### src/hw/rtl/skfo_pkg.sv
// Shared types, constants and the microcode program of the keystream frame overlay.
// No dependencies; every other file of the block imports this package.
package skfo_pkg;

   localparam int KS_MAX_BITS_DEF = 882;
   localparam int FRAME_W         = 49;
   localparam int LEN_W           = 10;
   localparam int BIDX_W          = 7;
   localparam int BYTE_W          = 8;
   localparam int CSR_IDX_W       = 3;
   localparam int CSR_DATA_W      = 10;
   localparam int TAIL_LO         = 24;
   localparam int TAIL_HI         = 44;
   localparam int CNT_W           = $clog2(FRAME_W + 1);
   localparam int STEP_W          = 4;

   localparam logic [LEN_W-1:0] KS_LEN_RESET = LEN_W'(882);
   localparam logic [55:0]      SILENCE_WORD = 56'hF801A99F8CE080;

   // Frame bit i of the silence pattern is bit 55-i of the packed word.
   function automatic logic [FRAME_W-1:0] silence_frame();
      logic [FRAME_W-1:0] f;
      for (int i = 0; i < FRAME_W; i++) begin
         f[i] = SILENCE_WORD[55 - i];
      end
      return f;
   endfunction

   typedef enum logic [CSR_IDX_W-1:0] {
      CSR_ENABLE    = 3'd0,
      CSR_KS_LENGTH = 3'd1,
      CSR_ALIGN     = 3'd2,
      CSR_OFFSET    = 3'd3,
      CSR_STEP      = 3'd4
   } csr_idx_type;

   typedef enum logic [3:0] {
      OP_NOP,
      OP_IDLE,
      OP_REM_INIT,
      OP_REM_STEP,
      OP_SUMS,
      OP_WALK,
      OP_FINISH,
      OP_EMIT,
      OP_WRITE
   } op_type;

   typedef enum logic [3:0] {
      C_NEVER,
      C_ALWAYS,
      C_NO_ACCEPT,
      C_IS_LOAD,
      C_BYPASS,
      C_REM_MORE,
      C_SKIP,
      C_WALK_MORE,
      C_OUT_BUSY
   } cond_type;

   localparam logic [STEP_W-1:0] ST_IDLE     = 4'd0;
   localparam logic [STEP_W-1:0] ST_DISPATCH = 4'd1;
   localparam logic [STEP_W-1:0] ST_CHECK    = 4'd2;
   localparam logic [STEP_W-1:0] ST_REM      = 4'd3;
   localparam logic [STEP_W-1:0] ST_SUMS     = 4'd4;
   localparam logic [STEP_W-1:0] ST_WALK     = 4'd5;
   localparam logic [STEP_W-1:0] ST_FINISH   = 4'd6;
   localparam logic [STEP_W-1:0] ST_EMIT     = 4'd7;
   localparam logic [STEP_W-1:0] ST_RETURN   = 4'd8;
   localparam logic [STEP_W-1:0] ST_WRITE    = 4'd9;

   typedef struct packed {
      op_type            op;
      cond_type          cond;
      logic [STEP_W-1:0] target;
      logic              cnt_clr;
      logic              cnt_inc;
   } ucode_word_type;

   typedef struct packed {
      logic accept;
      logic is_load;
      logic bypass;
      logic skip;
      logic out_busy;
   } seq_status_type;

   // The program: a taken condition jumps to target, otherwise the next step follows.
   function automatic ucode_word_type ucode_rom(input logic [STEP_W-1:0] s);
      ucode_word_type w;
      w = '{op: OP_NOP, cond: C_ALWAYS, target: ST_IDLE, cnt_clr: 1'b0, cnt_inc: 1'b0};
      case (s)
         ST_IDLE:     w = '{OP_IDLE,     C_NO_ACCEPT, ST_IDLE,  1'b0, 1'b0};
         ST_DISPATCH: w = '{OP_REM_INIT, C_IS_LOAD,   ST_WRITE, 1'b1, 1'b0};
         ST_CHECK:    w = '{OP_NOP,      C_BYPASS,    ST_EMIT,  1'b0, 1'b0};
         ST_REM:      w = '{OP_REM_STEP, C_REM_MORE,  ST_REM,   1'b0, 1'b1};
         ST_SUMS:     w = '{OP_SUMS,     C_SKIP,      ST_EMIT,  1'b1, 1'b0};
         ST_WALK:     w = '{OP_WALK,     C_WALK_MORE, ST_WALK,  1'b0, 1'b1};
         ST_FINISH:   w = '{OP_FINISH,   C_NEVER,     ST_IDLE,  1'b0, 1'b0};
         ST_EMIT:     w = '{OP_EMIT,     C_OUT_BUSY,  ST_EMIT,  1'b0, 1'b0};
         ST_RETURN:   w = '{OP_NOP,      C_ALWAYS,    ST_IDLE,  1'b0, 1'b0};
         ST_WRITE:    w = '{OP_WRITE,    C_ALWAYS,    ST_IDLE,  1'b0, 1'b0};
         default:     w = '{OP_NOP,      C_ALWAYS,    ST_IDLE,  1'b0, 1'b0};
      endcase
      return w;
   endfunction

endpackage

### src/hw/rtl/skfo_ifs.sv
// Valid/ready channel interfaces of the keystream frame overlay: request, response, CSR.
// Depends on skfo_pkg for the field widths.
interface skfo_req_if import skfo_pkg::*; ();
   logic                valid;
   logic                ready;
   logic                action;
   logic                slot;
   logic [BIDX_W-1:0]   byte_index;
   logic [BYTE_W-1:0]   byte_value;
   logic [FRAME_W-1:0]  frame_bits;

   modport source (output valid, action, slot, byte_index, byte_value, frame_bits,
                   input ready);
   modport sink   (input valid, action, slot, byte_index, byte_value, frame_bits,
                   output ready);
endinterface

interface skfo_rsp_if import skfo_pkg::*; ();
   logic                valid;
   logic                ready;
   logic [FRAME_W-1:0]  frame_out;
   logic                applied;

   modport source (output valid, frame_out, applied, input ready);
   modport sink   (input valid, frame_out, applied, output ready);
endinterface

interface skfo_csr_if import skfo_pkg::*; ();
   logic                  valid;
   logic                  ready;
   logic [CSR_IDX_W-1:0]  index;
   logic [CSR_DATA_W-1:0] data;

   modport source (output valid, index, data, input ready);
   modport sink   (input valid, index, data, output ready);
endinterface

### src/hw/rtl/skfo_ks_mem.sv
// Keystream store: one byte per entry, one write port, one registered read port.
// Depends on skfo_pkg for the byte width.
module skfo_ks_mem import skfo_pkg::*; #(
   parameter int KS_MAX_BITS = KS_MAX_BITS_DEF
) (
   input  logic                                    clock,
   input  logic                                    wr_en,
   input  logic [$clog2((KS_MAX_BITS+7)/8)-1:0]    wr_addr,
   input  logic [BYTE_W-1:0]                       wr_data,
   input  logic [$clog2((KS_MAX_BITS+7)/8)-1:0]    rd_addr,
   output logic [BYTE_W-1:0]                       rd_data
);

   localparam int KsBytes = (KS_MAX_BITS + 7) / 8;

   logic [BYTE_W-1:0] mem [KsBytes];
   logic [BYTE_W-1:0] rd_data_ff;

   always_ff @(posedge clock) begin
      if (wr_en) begin
         mem[wr_addr] <= wr_data;
      end
      rd_data_ff <= mem[rd_addr];
   end

   assign rd_data = rd_data_ff;

endmodule

### src/hw/rtl/skfo_mod_unit.sv
// Two-lane restoring remainder unit, one dividend bit per step in each lane.
// Depends on skfo_pkg for the length width.
module skfo_mod_unit import skfo_pkg::*; (
   input  logic                        clock,
   input  logic                        start,
   input  logic                        step,
   input  logic [LEN_W-1:0]            modulus,
   input  logic [1:0][LEN_W-1:0]       dividend,
   output logic [1:0][LEN_W-1:0]       remainder
);

   logic [1:0][LEN_W-1:0] quo_ff, quo_in;
   logic [1:0][LEN_W-1:0] rem_ff, rem_in;

   always_comb begin
      logic [LEN_W:0] trial;
      quo_in = quo_ff;
      rem_in = rem_ff;
      for (int l = 0; l < 2; l++) begin
         trial = {rem_ff[l], quo_ff[l][LEN_W-1]};
         if (start) begin
            quo_in[l] = dividend[l];
            rem_in[l] = '0;
         end else if (step) begin
            quo_in[l] = {quo_ff[l][LEN_W-2:0], 1'b0};
            if (trial >= {1'b0, modulus}) begin
               rem_in[l] = LEN_W'(trial - {1'b0, modulus});
            end else begin
               rem_in[l] = trial[LEN_W-1:0];
            end
         end
      end
   end

   always_ff @(posedge clock) begin
      quo_ff <= quo_in;
      rem_ff <= rem_in;
   end

   assign remainder = rem_ff;

endmodule

### src/hw/rtl/skfo_seq.sv
// Microcode sequencer: step counter, loop counter and jump logic over the program ROM.
// Depends on skfo_pkg for the control word, status bundle and program.
module skfo_seq import skfo_pkg::*; (
   input  logic           clock,
   input  logic           reset,
   input  seq_status_type status,
   output ucode_word_type cw
);

   logic [STEP_W-1:0] step_ff, step_in;
   logic [CNT_W-1:0]  cnt_ff, cnt_in;
   ucode_word_type    word;
   logic              taken;

   always_comb begin
      word = ucode_rom(step_ff);
      case (word.cond)
         C_NEVER:     taken = 1'b0;
         C_ALWAYS:    taken = 1'b1;
         C_NO_ACCEPT: taken = !status.accept;
         C_IS_LOAD:   taken = status.is_load;
         C_BYPASS:    taken = status.bypass;
         C_REM_MORE:  taken = (cnt_ff != CNT_W'(LEN_W - 1));
         C_SKIP:      taken = status.skip;
         C_WALK_MORE: taken = (cnt_ff != CNT_W'(FRAME_W - 1));
         C_OUT_BUSY:  taken = status.out_busy;
         default:     taken = 1'b0;
      endcase
      step_in = taken ? word.target : STEP_W'(step_ff + 1'b1);
      if (word.cnt_clr) begin
         cnt_in = '0;
      end else if (word.cnt_inc) begin
         cnt_in = CNT_W'(cnt_ff + 1'b1);
      end else begin
         cnt_in = cnt_ff;
      end
   end

   always_ff @(posedge clock) begin
      if (reset) begin
         step_ff <= ST_IDLE;
         cnt_ff  <= '0;
      end else begin
         step_ff <= step_in;
         cnt_ff  <= cnt_in;
      end
   end

   assign cw = word;

endmodule

### src/hw/rtl/static_keystream_frame_overlay_unit.sv
// Static keystream overlay for 49-bit voice frames, top level and datapath.
// Depends on skfo_pkg, skfo_ifs, skfo_ks_mem, skfo_mod_unit and skfo_seq.
//
// The request channel carries two kinds of words. A load word (action 0) writes one
// keystream byte; its most significant bit becomes keystream bit 8n. A frame word
// (action 1) is XORed with 49 keystream bits taken from the slot's current base,
// wrapping at the keystream length, and returns exactly one response word holding
// the frame and an applied flag. Load words return nothing.
// The CSR channel is always ready; any write to a listed register clears both slot
// positions. Registers must be written only while the block is idle; the block
// itself does not enforce this. A load word is dispatched and then written. A frame
// is dispatched and checked for bypass; if not bypassed, the remainder unit reduces
// offset and step modulo the length, the position sums are formed and, unless it is
// a silence frame or has an empty tail, a walk through the single read port of the
// keystream store gathers its 49 bits, then a finish step. Every frame ends in emit.
// The result sits in an output register, so the next request is accepted while it
// waits; only a second frame result stalls until the receiver takes the first.
// Synchronous reset clears positions, registers and the response valid. The
// keystream store is not cleared and must be loaded before frames use it.
module static_keystream_frame_overlay_unit import skfo_pkg::*; #(
   parameter int KS_MAX_BITS = KS_MAX_BITS_DEF
) (
   input  logic          clock,
   input  logic          reset,
   skfo_req_if.sink      req_ch,
   skfo_rsp_if.source    rsp_ch,
   skfo_csr_if.sink      csr_ch
);

   localparam int KsBytes = (KS_MAX_BITS + 7) / 8;
   localparam int AddrW   = $clog2(KsBytes);
   localparam logic [FRAME_W-1:0] SilenceFrame = silence_frame();

   // Configuration registers.
   logic             enable_ff;
   logic [LEN_W-1:0] ks_len_ff;
   logic             align_ff;
   logic [LEN_W-1:0] offset_ff;
   logic [LEN_W-1:0] fstep_ff;

   // Per-slot positions; they always stay below the length in use.
   logic [1:0][LEN_W-1:0] pos_ff;

   // Latched request word.
   logic               act_ff;
   logic               slot_ff;
   logic [BIDX_W-1:0]  bidx_ff;
   logic [BYTE_W-1:0]  bval_ff;
   logic [FRAME_W-1:0] frame_ff;

   // Walk state: current keystream index, read-return tracking and gathered bits.
   logic [LEN_W-1:0]   idx_ff;
   logic [2:0]         sel_ff;
   logic               rd_pend_ff;
   logic [FRAME_W-1:0] ks_ff;
   logic               applied_ff;

   // Output register.
   logic               rsp_valid_ff;
   logic [FRAME_W-1:0] rsp_frame_ff;
   logic               rsp_applied_ff;

   ucode_word_type        cw;
   seq_status_type        status;
   logic [LEN_W-1:0]      len_use;
   logic [1:0][LEN_W-1:0] div_in;
   logic [1:0][LEN_W-1:0] rem;
   logic [LEN_W-1:0]      pos_sel;
   logic [LEN_W-1:0]      base_nx;
   logic [LEN_W-1:0]      pos_nx;
   logic [LEN_W-1:0]      idx_inc;
   logic [LEN_W-1:0]      idx_nx;
   logic [BYTE_W-1:0]     rd_byte;
   logic                  accept;
   logic                  emit_go;
   logic                  mem_wr_en;

   // Sum of two values below m, brought back below m with one subtract.
   function automatic logic [LEN_W-1:0] add_mod(input logic [LEN_W-1:0] a,
                                                input logic [LEN_W-1:0] b,
                                                input logic [LEN_W-1:0] m);
      logic [LEN_W:0] s;
      s = {1'b0, a} + {1'b0, b};
      if (s >= {1'b0, m}) begin
         s = s - {1'b0, m};
      end
      return s[LEN_W-1:0];
   endfunction

   // A programmed length beyond the store is clamped to the store size.
   assign len_use = ({1'b0, ks_len_ff} > (LEN_W + 1)'(KS_MAX_BITS)) ?
                    LEN_W'(KS_MAX_BITS) : ks_len_ff;

   assign accept = req_ch.valid && req_ch.ready;
   assign emit_go = (cw.op == OP_EMIT) && !status.out_busy;

   assign status.accept   = accept;
   assign status.is_load  = !act_ff;
   assign status.bypass   = !enable_ff || (len_use == '0);
   assign status.skip     = (frame_ff == SilenceFrame) || (frame_ff[TAIL_HI-1:TAIL_LO] == '0);
   assign status.out_busy = rsp_valid_ff && !rsp_ch.ready;

   assign req_ch.ready     = (cw.op == OP_IDLE);
   assign csr_ch.ready     = 1'b1;
   assign rsp_ch.valid     = rsp_valid_ff;
   assign rsp_ch.frame_out = rsp_frame_ff;
   assign rsp_ch.applied   = rsp_applied_ff;

   // Lane 0 reduces the base offset, lane 1 the per-frame advance.
   assign div_in[0] = align_ff ? offset_ff : '0;
   assign div_in[1] = align_ff ? fstep_ff : LEN_W'(FRAME_W);

   assign pos_sel = pos_ff[slot_ff];
   assign base_nx = add_mod(rem[0], pos_sel, len_use);
   assign pos_nx  = add_mod(pos_sel, rem[1], len_use);
   assign idx_inc = idx_ff + LEN_W'(1);
   assign idx_nx  = (idx_inc == len_use) ? '0 : idx_inc;

   // Bytes past the end of the store are dropped.
   assign mem_wr_en = (cw.op == OP_WRITE) && (32'(bidx_ff) < KsBytes);

   skfo_seq u_seq (
      .clock  (clock),
      .reset  (reset),
      .status (status),
      .cw     (cw)
   );

   skfo_mod_unit u_mod (
      .clock     (clock),
      .start     (cw.op == OP_REM_INIT),
      .step      (cw.op == OP_REM_STEP),
      .modulus   (len_use),
      .dividend  (div_in),
      .remainder (rem)
   );

   skfo_ks_mem #(
      .KS_MAX_BITS (KS_MAX_BITS)
   ) u_mem (
      .clock   (clock),
      .wr_en   (mem_wr_en),
      .wr_addr (bidx_ff[AddrW-1:0]),
      .wr_data (bval_ff),
      .rd_addr (idx_ff[AddrW+2:3]),
      .rd_data (rd_byte)
   );

   // Control state: configuration, positions, flags.
   always_ff @(posedge clock) begin
      if (reset) begin
         enable_ff    <= 1'b0;
         ks_len_ff    <= KS_LEN_RESET;
         align_ff     <= 1'b0;
         offset_ff    <= '0;
         fstep_ff     <= '0;
         pos_ff       <= '0;
         rd_pend_ff   <= 1'b0;
         applied_ff   <= 1'b0;
         rsp_valid_ff <= 1'b0;
      end else begin
         rd_pend_ff <= (cw.op == OP_WALK);

         if (rsp_valid_ff && rsp_ch.ready) begin
            rsp_valid_ff <= 1'b0;
         end
         if (emit_go) begin
            rsp_valid_ff <= 1'b1;
         end

         if (cw.op == OP_REM_INIT) begin
            applied_ff <= 1'b0;
         end
         if (cw.op == OP_FINISH) begin
            applied_ff <= 1'b1;
         end

         // The position moves even for silence frames, but not when bypassed.
         if (cw.op == OP_SUMS) begin
            pos_ff[slot_ff] <= pos_nx;
         end

         if (csr_ch.valid && csr_ch.ready) begin
            case (csr_ch.index)
               CSR_ENABLE: begin
                  enable_ff <= csr_ch.data[0];
                  pos_ff    <= '0;
               end
               CSR_KS_LENGTH: begin
                  ks_len_ff <= csr_ch.data;
                  pos_ff    <= '0;
               end
               CSR_ALIGN: begin
                  align_ff <= csr_ch.data[0];
                  pos_ff   <= '0;
               end
               CSR_OFFSET: begin
                  offset_ff <= csr_ch.data;
                  pos_ff    <= '0;
               end
               CSR_STEP: begin
                  fstep_ff <= csr_ch.data;
                  pos_ff   <= '0;
               end
               default: begin
               end
            endcase
         end
      end
   end

   // Payload: request latch, keystream walk and the output word.
   always_ff @(posedge clock) begin
      if (accept) begin
         act_ff   <= req_ch.action;
         slot_ff  <= req_ch.slot;
         bidx_ff  <= req_ch.byte_index;
         bval_ff  <= req_ch.byte_value;
         frame_ff <= req_ch.frame_bits;
      end

      // Read data comes back in the cycle after the address; bits enter from the top
      // so that after 49 of them the first one sits at frame bit 0.
      if (rd_pend_ff) begin
         ks_ff <= {rd_byte[~sel_ff], ks_ff[FRAME_W-1:1]};
      end

      if (cw.op == OP_SUMS) begin
         idx_ff <= base_nx;
      end else if (cw.op == OP_WALK) begin
         idx_ff <= idx_nx;
         sel_ff <= idx_ff[2:0];
      end

      if (emit_go) begin
         rsp_frame_ff   <= frame_ff ^ (applied_ff ? ks_ff : '0);
         rsp_applied_ff <= applied_ff;
      end
   end

endmodule

### src/flat_wrapper.sv
// flat-port wrapper written by rule: the top's interface ports become plain ports
module static_keystream_frame_overlay_unit_flat import skfo_pkg::*;
#(
   parameter int KS_MAX_BITS = KS_MAX_BITS_DEF
)
  (clock, reset, req_ch_valid, req_ch_action, req_ch_slot, req_ch_byte_index, req_ch_byte_value, req_ch_frame_bits, req_ch_ready, rsp_ch_valid, rsp_ch_frame_out, rsp_ch_applied, rsp_ch_ready, csr_ch_valid, csr_ch_index, csr_ch_data, csr_ch_ready);
  skfo_req_if req_ch_i ();
  skfo_rsp_if rsp_ch_i ();
  skfo_csr_if csr_ch_i ();
  input  logic clock;
  input  logic reset;
  input wire logic [$bits(req_ch_i.valid)-1:0] req_ch_valid;
  input wire logic [$bits(req_ch_i.action)-1:0] req_ch_action;
  input wire logic [$bits(req_ch_i.slot)-1:0] req_ch_slot;
  input wire logic [$bits(req_ch_i.byte_index)-1:0] req_ch_byte_index;
  input wire logic [$bits(req_ch_i.byte_value)-1:0] req_ch_byte_value;
  input wire logic [$bits(req_ch_i.frame_bits)-1:0] req_ch_frame_bits;
  output wire logic [$bits(req_ch_i.ready)-1:0] req_ch_ready;
  output wire logic [$bits(rsp_ch_i.valid)-1:0] rsp_ch_valid;
  output wire logic [$bits(rsp_ch_i.frame_out)-1:0] rsp_ch_frame_out;
  output wire logic [$bits(rsp_ch_i.applied)-1:0] rsp_ch_applied;
  input wire logic [$bits(rsp_ch_i.ready)-1:0] rsp_ch_ready;
  input wire logic [$bits(csr_ch_i.valid)-1:0] csr_ch_valid;
  input wire logic [$bits(csr_ch_i.index)-1:0] csr_ch_index;
  input wire logic [$bits(csr_ch_i.data)-1:0] csr_ch_data;
  output wire logic [$bits(csr_ch_i.ready)-1:0] csr_ch_ready;
  assign req_ch_i.valid = req_ch_valid;
  assign req_ch_i.action = req_ch_action;
  assign req_ch_i.slot = req_ch_slot;
  assign req_ch_i.byte_index = req_ch_byte_index;
  assign req_ch_i.byte_value = req_ch_byte_value;
  assign req_ch_i.frame_bits = req_ch_frame_bits;
  assign req_ch_ready = req_ch_i.ready;
  assign rsp_ch_valid = rsp_ch_i.valid;
  assign rsp_ch_frame_out = rsp_ch_i.frame_out;
  assign rsp_ch_applied = rsp_ch_i.applied;
  assign rsp_ch_i.ready = rsp_ch_ready;
  assign csr_ch_i.valid = csr_ch_valid;
  assign csr_ch_i.index = csr_ch_index;
  assign csr_ch_i.data = csr_ch_data;
  assign csr_ch_ready = csr_ch_i.ready;
  static_keystream_frame_overlay_unit #(.KS_MAX_BITS(KS_MAX_BITS)) u_core (.clock(clock), .reset(reset), .req_ch(req_ch_i), .rsp_ch(rsp_ch_i), .csr_ch(csr_ch_i));
endmodule
### config.mk
export PLATFORM = sky130hd
export DESIGN_NAME = static_keystream_frame_overlay_unit_flat
export DESIGN_NICKNAME = d
export VERILOG_FILES = /design/src/hw/rtl/skfo_pkg.sv /design/src/hw/rtl/skfo_ifs.sv /design/src/hw/rtl/skfo_ks_mem.sv /design/src/hw/rtl/skfo_mod_unit.sv /design/src/hw/rtl/skfo_seq.sv /design/src/hw/rtl/static_keystream_frame_overlay_unit.sv /design/src/flat_wrapper.sv
export SDC_FILE = /design/constraint.sdc
export NUM_CORES = 1
export LEC_CHECK = 0
export BUFFER_PORTS_ARGS = -buffer_cell sky130_fd_sc_hd__buf_4
export CORE_ASPECT_RATIO = 1.25
export CORE_UTILIZATION = 25
export CTS_BUF_LIST = sky130_fd_sc_hd__clkbuf_8
export DETAILED_ROUTE_END_ITERATION = 16
export SETUP_SLACK_MARGIN = 0.1
export SLEW_MARGIN = 20
export SYNTH_ARGS = -nofsm -noshare
export SYNTH_HDL_FRONTEND = slang
export SYNTH_HIERARCHICAL = 1
export SYNTH_SLANG_ARGS = --single-unit
### constraint.sdc
create_clock -name clock -period 4.5 [get_ports clock]
set_clock_uncertainty 0.05 [all_clocks]
set_input_delay 0.225 -clock clock [delete_from_list [all_inputs] [get_ports clock]]
set_output_delay 0.225 -clock clock [all_outputs]
set_load 0.05 [all_outputs]
==> flow_metrics.py <==
metrics = {
    "status": {
        "outcome": "finished, final reports clean",
    },
    "timing": {
        "timing.final.crit_share": 0.9429,
        "setup_viol": 0,
        "slew_viol_final": 0,
        "worst_slew_pin_slew_ns": 1.084,
        "hold_viol": 0,
        "grt_setup_unrepaired": "false",
        "max_freq_ghz": 0.2357,
        "hold_ws_ns": 0.09346,
        "min_period_ns": 4.243,
        "slew_headroom": 0.2748,
    },
    "worst_setup_path": {
        "startpoint_type": "flop",
        "r2r-end": "u_core/pos_ff[1]",
        "crit_type": "reg2reg",
        "worstSetupStartpoint": "u_core/slot_ff",
        "cp-end-kind": "flop",
        "rr_worst_depth": 17,
        "cp.required_ns": 5.17,
        "r2r_setup_slack_ns": 0.26,
        "timing.rr.start": "u_core/slot_ff",
        "critPathCapture": "u_core/pos_ff[1]",
        "cp_max_fo": 7,
        "arrival_ns": 4.92,
    },
    "floorplan": {
        "die_area_um2": 201300,
        "rows": 182,
        "die_w_um": 401.5,
        "io_pins": 137,
        "die_h_um": 501.3,
        "core_um2": 197400,
        "floorplan.initialDensity": 0.2526,
    },
    "cts": {
        "cts_buffers": 187,
        "cts_tree": "built",
        "clockBufferDepth": 3,
        "clk_latency_ns": 0.89,
        "cts_root_buffer": "clkbuf_8",
        "path_clk_slew_ns": 0.06,
        "clock-sinks": 1193,
        "cts.htree.levels": 4,
    },
    "routing": {
        "route.vias.total": 28270,
        "wl_met3_um": 6387,
        "drt-met1-wl_um": 51740,
        "routed.top_layer": "met5",
        "drt-pass1-iter-count": 7,
        "drtIter0Drc": 2076,
        "wl_met2_um": 61430,
        "routed_wl_um": 122900,
        "drt-wirelength-per-cell_um": 19.80,
        "drc": 0,
        "ant_nets": 0,
        "via_per_inst": 4.554,
    },
    "final_layout": {
        "drive_gt1_frac": 0.2284,
        "areaGrowthSynthToFinish_pct": 19.97,
        "final_nets": 3634,
        "fill_cells": 19362,
        "stdcell_count": 6208,
    },
    "synthesis": {
        "synth_compound_area_frac": 0.05457,
        "yosysMostFrequentCell": "edfxtp_1",
        "netlist_instances": 3000,
        "synth_common_cells": "1086 x edfxtp_1, 209 x nor2_1, 191 x mux4_2, 167 x nand2_1, 136 x mux2i_1",
        "synth_top_family_by_area": "multiplexers",
        "yosysSeqAreaShare": 0.6969,
        "yosys_warnings": 6,
        "synth_async_sr_flop_share": 0,
        "synth-xor-area-share": 0.01932,
        "muxShareOfSynthArea": 0.1247,
        "yosysTopAreaCell": "edfxtp_1",
        "synth_area_leaders": "edfxtp_1 65%, mux4_2 8.6%, dfxtp_1 4.3%, mux2i_1 2.7%, ha_1 1.8%",
        "synthFlopType": "edfxtp_1",
        "synth.net_count": 3160,
        "synth.distinct_cells": 102,
        "synthesis.area_um2": 49870,
        "yosys.area_share.simple": 0.06458,
        "synth_top_cell_area_share": 0.6540,
        "synthAdderAreaFrac": 0.01997,
        "synth_area_per_cell_um2": 16.62,
        "synth-seq-cells": 1193,
        "synth-edff-count": 1086,
    },
    "grt": {
        "grt_pass1_vias": 29116,
        "grt_max_degree": 101,
        "grt_overflow": 0,
        "grt_pass1_wl_um": 184100,
        "grtUsageTotal": 0.1198,
        "antenna_found_initial": 6,
    },
    "placed_design": {
        "dp_hpwl_um": 78390,
        "gp_congestion": 0.8557,
        "dp.cells": 5684,
        "portBuffers": 135,
    },
    "hold_path": {
        "min_path_type": "in2reg",
        "hp-start": "req_ch_frame_bits[11]",
        "min_path_cells": 2,
    },
    "power_and_ir_drop": {
        "power_mw": 27.57,
        "p_leak_nw": 19.94,
        "irDropWorstVdd_uv": 233.9,
        "power_per_cell_area_nw_per_um2": 460.8,
    },
    "job": {
        "cap_violations": 0,
    },
}
worst max-delay path, stage by stage, from the launching register on:
cell and delay (ns):
edfxtp_1 0.43, mux2_4 0.37, ha_4 0.18, fa_2 0.37
a211oi_2 0.27, o21bai_2 0.12, buf_4 0.16, a21oi_2 0.21
xnor2_1 0.19, ha_1 0.32, nand4_1 0.13, nor3_2 0.07
nor3_2 0.24, o31ai_4 0.13, nor3_2 0.27, buf_6 0.19
mux2i_2 0.26, a21oi_1 0.10
routing by layer:
layer | vias up | GRT usage
li1 | 12785 | -
met1 | 14404 | 0.1505
met2 | 878 | 0.2043
met3 | 197 | 0.02212
met4 | 6 | 0.04420
met5 | - | 0
sequential cells by signal (all words and copies together) (netlist names), 3 cells and up:
| name | flops |
|---|---|
| u_core/bidx_ff | 7 |
| u_core/bval_ff | 8 |
| u_core/frame_ff | 49 |
| u_core/fstep_ff | 10 |
| u_core/idx_ff | 10 |
| u_core/ks_ff | 49 |
| u_core/ks_len_ff | 10 |
| u_core/offset_ff | 10 |
| u_core/pos_ff | 20 |
| u_core/rsp_ch.frame_out | 49 |
| u_core/sel_ff | 3 |
| u_core/u_mem/mem | 888 |
| u_core/u_mem/rd_data | 8 |
| u_core/u_mod/quo_ff | 20 |
| u_core/u_mod/remainder | 20 |
| u_core/u_seq/cnt_ff | 6 |
| u_core/u_seq/cw | 14 |
| u_core/u_seq/step_ff | 4 |
cell type report:
class	instances	area (um2)	area share
clock buffer	194	2670	0.04463
multi-input combinational	1609	14360	0.2400
timing repair buffer	425	3699	0.06182
clock inverter	150	894.6	0.01495
tap	2576	3223	0.05387
antenna	3	7.507	0.0001255
inverter	58	217.7	0.003639
sequential	1193	34760	0.5809
where the power goes:
group	leakage, nW	total, mW	internal, mW	switching [mW]
sequential	10.7	13.5	13.1	0.438
combinational	7.22	5.27	2.12	3.16
clock	2.04	8.81	4.45	4.36
per-stage QoR:
step           TNS (ns)  setup WS, ns  cell area, um2  utilization
4_1_cts               0       0.09584           59510       0.3014
3_5_place_dp          0       0.04329           54290       0.2750
2_1_floorplan         0        0.1459           49880            -
6_report              0        0.2571           59830       0.3030
3_3_place_gp   -0.06796      -0.02187           54290       0.2750
5_1_grt               0       0.08008           59820       0.3030
cell usage in the layout, fill, tap and decap left out, types with 37 or more instances in the layout:
cell type	count
nor2_1	206
mux2_2	46
nand3_1	57
clkinv_1	41
a211oi_1	37
nand2_1	167
ha_1	67
edfxtp_1	1086
and2_1	38
o21ai_0	45
dfxtp_1	105
buf_4	250
mux4_2	191
inv_1	110
clkbuf_8	194
xnor2_1	90
mux2i_1	129
a21oi_1	93
dlygate4sd3_1	164
kinds of logic (layout without fill, tap and decap cells):
group	Yosys count	in the layout
mux	376	376
simple gates	663	663
compound gates	383	383
other cells	1	4
flops	1193	1193
fa+ha+maj	76	76
xor+xnor	110	110
buf+inv	198	827
worst min-delay path by stage:
| stage | endpoint | slack (ns) |
|---|---|---|
| final | u_core/frame_ff[11] | 0.09 |
| after global routing | u_core/frame_ff[11] | 0.03 |
| after CTS | u_core/bidx_ff[4] | 0.002 |
| after detailed placement | u_core/frame_ff[39] | 0.35 |
| after global placement | u_core/frame_ff[48] | 0.35 |
| after floorplan | u_core/act_ff | 0.27 |
what timing repair did:
item	CTS	global route
hold buffers	164	0
endpoints found under the setup margin	15	21
endpoints found under the hold margin	123	0
pin swaps	3	12
setup buffers	2	10
resized for setup	1	39
Power figures use the tool's default switching activity.
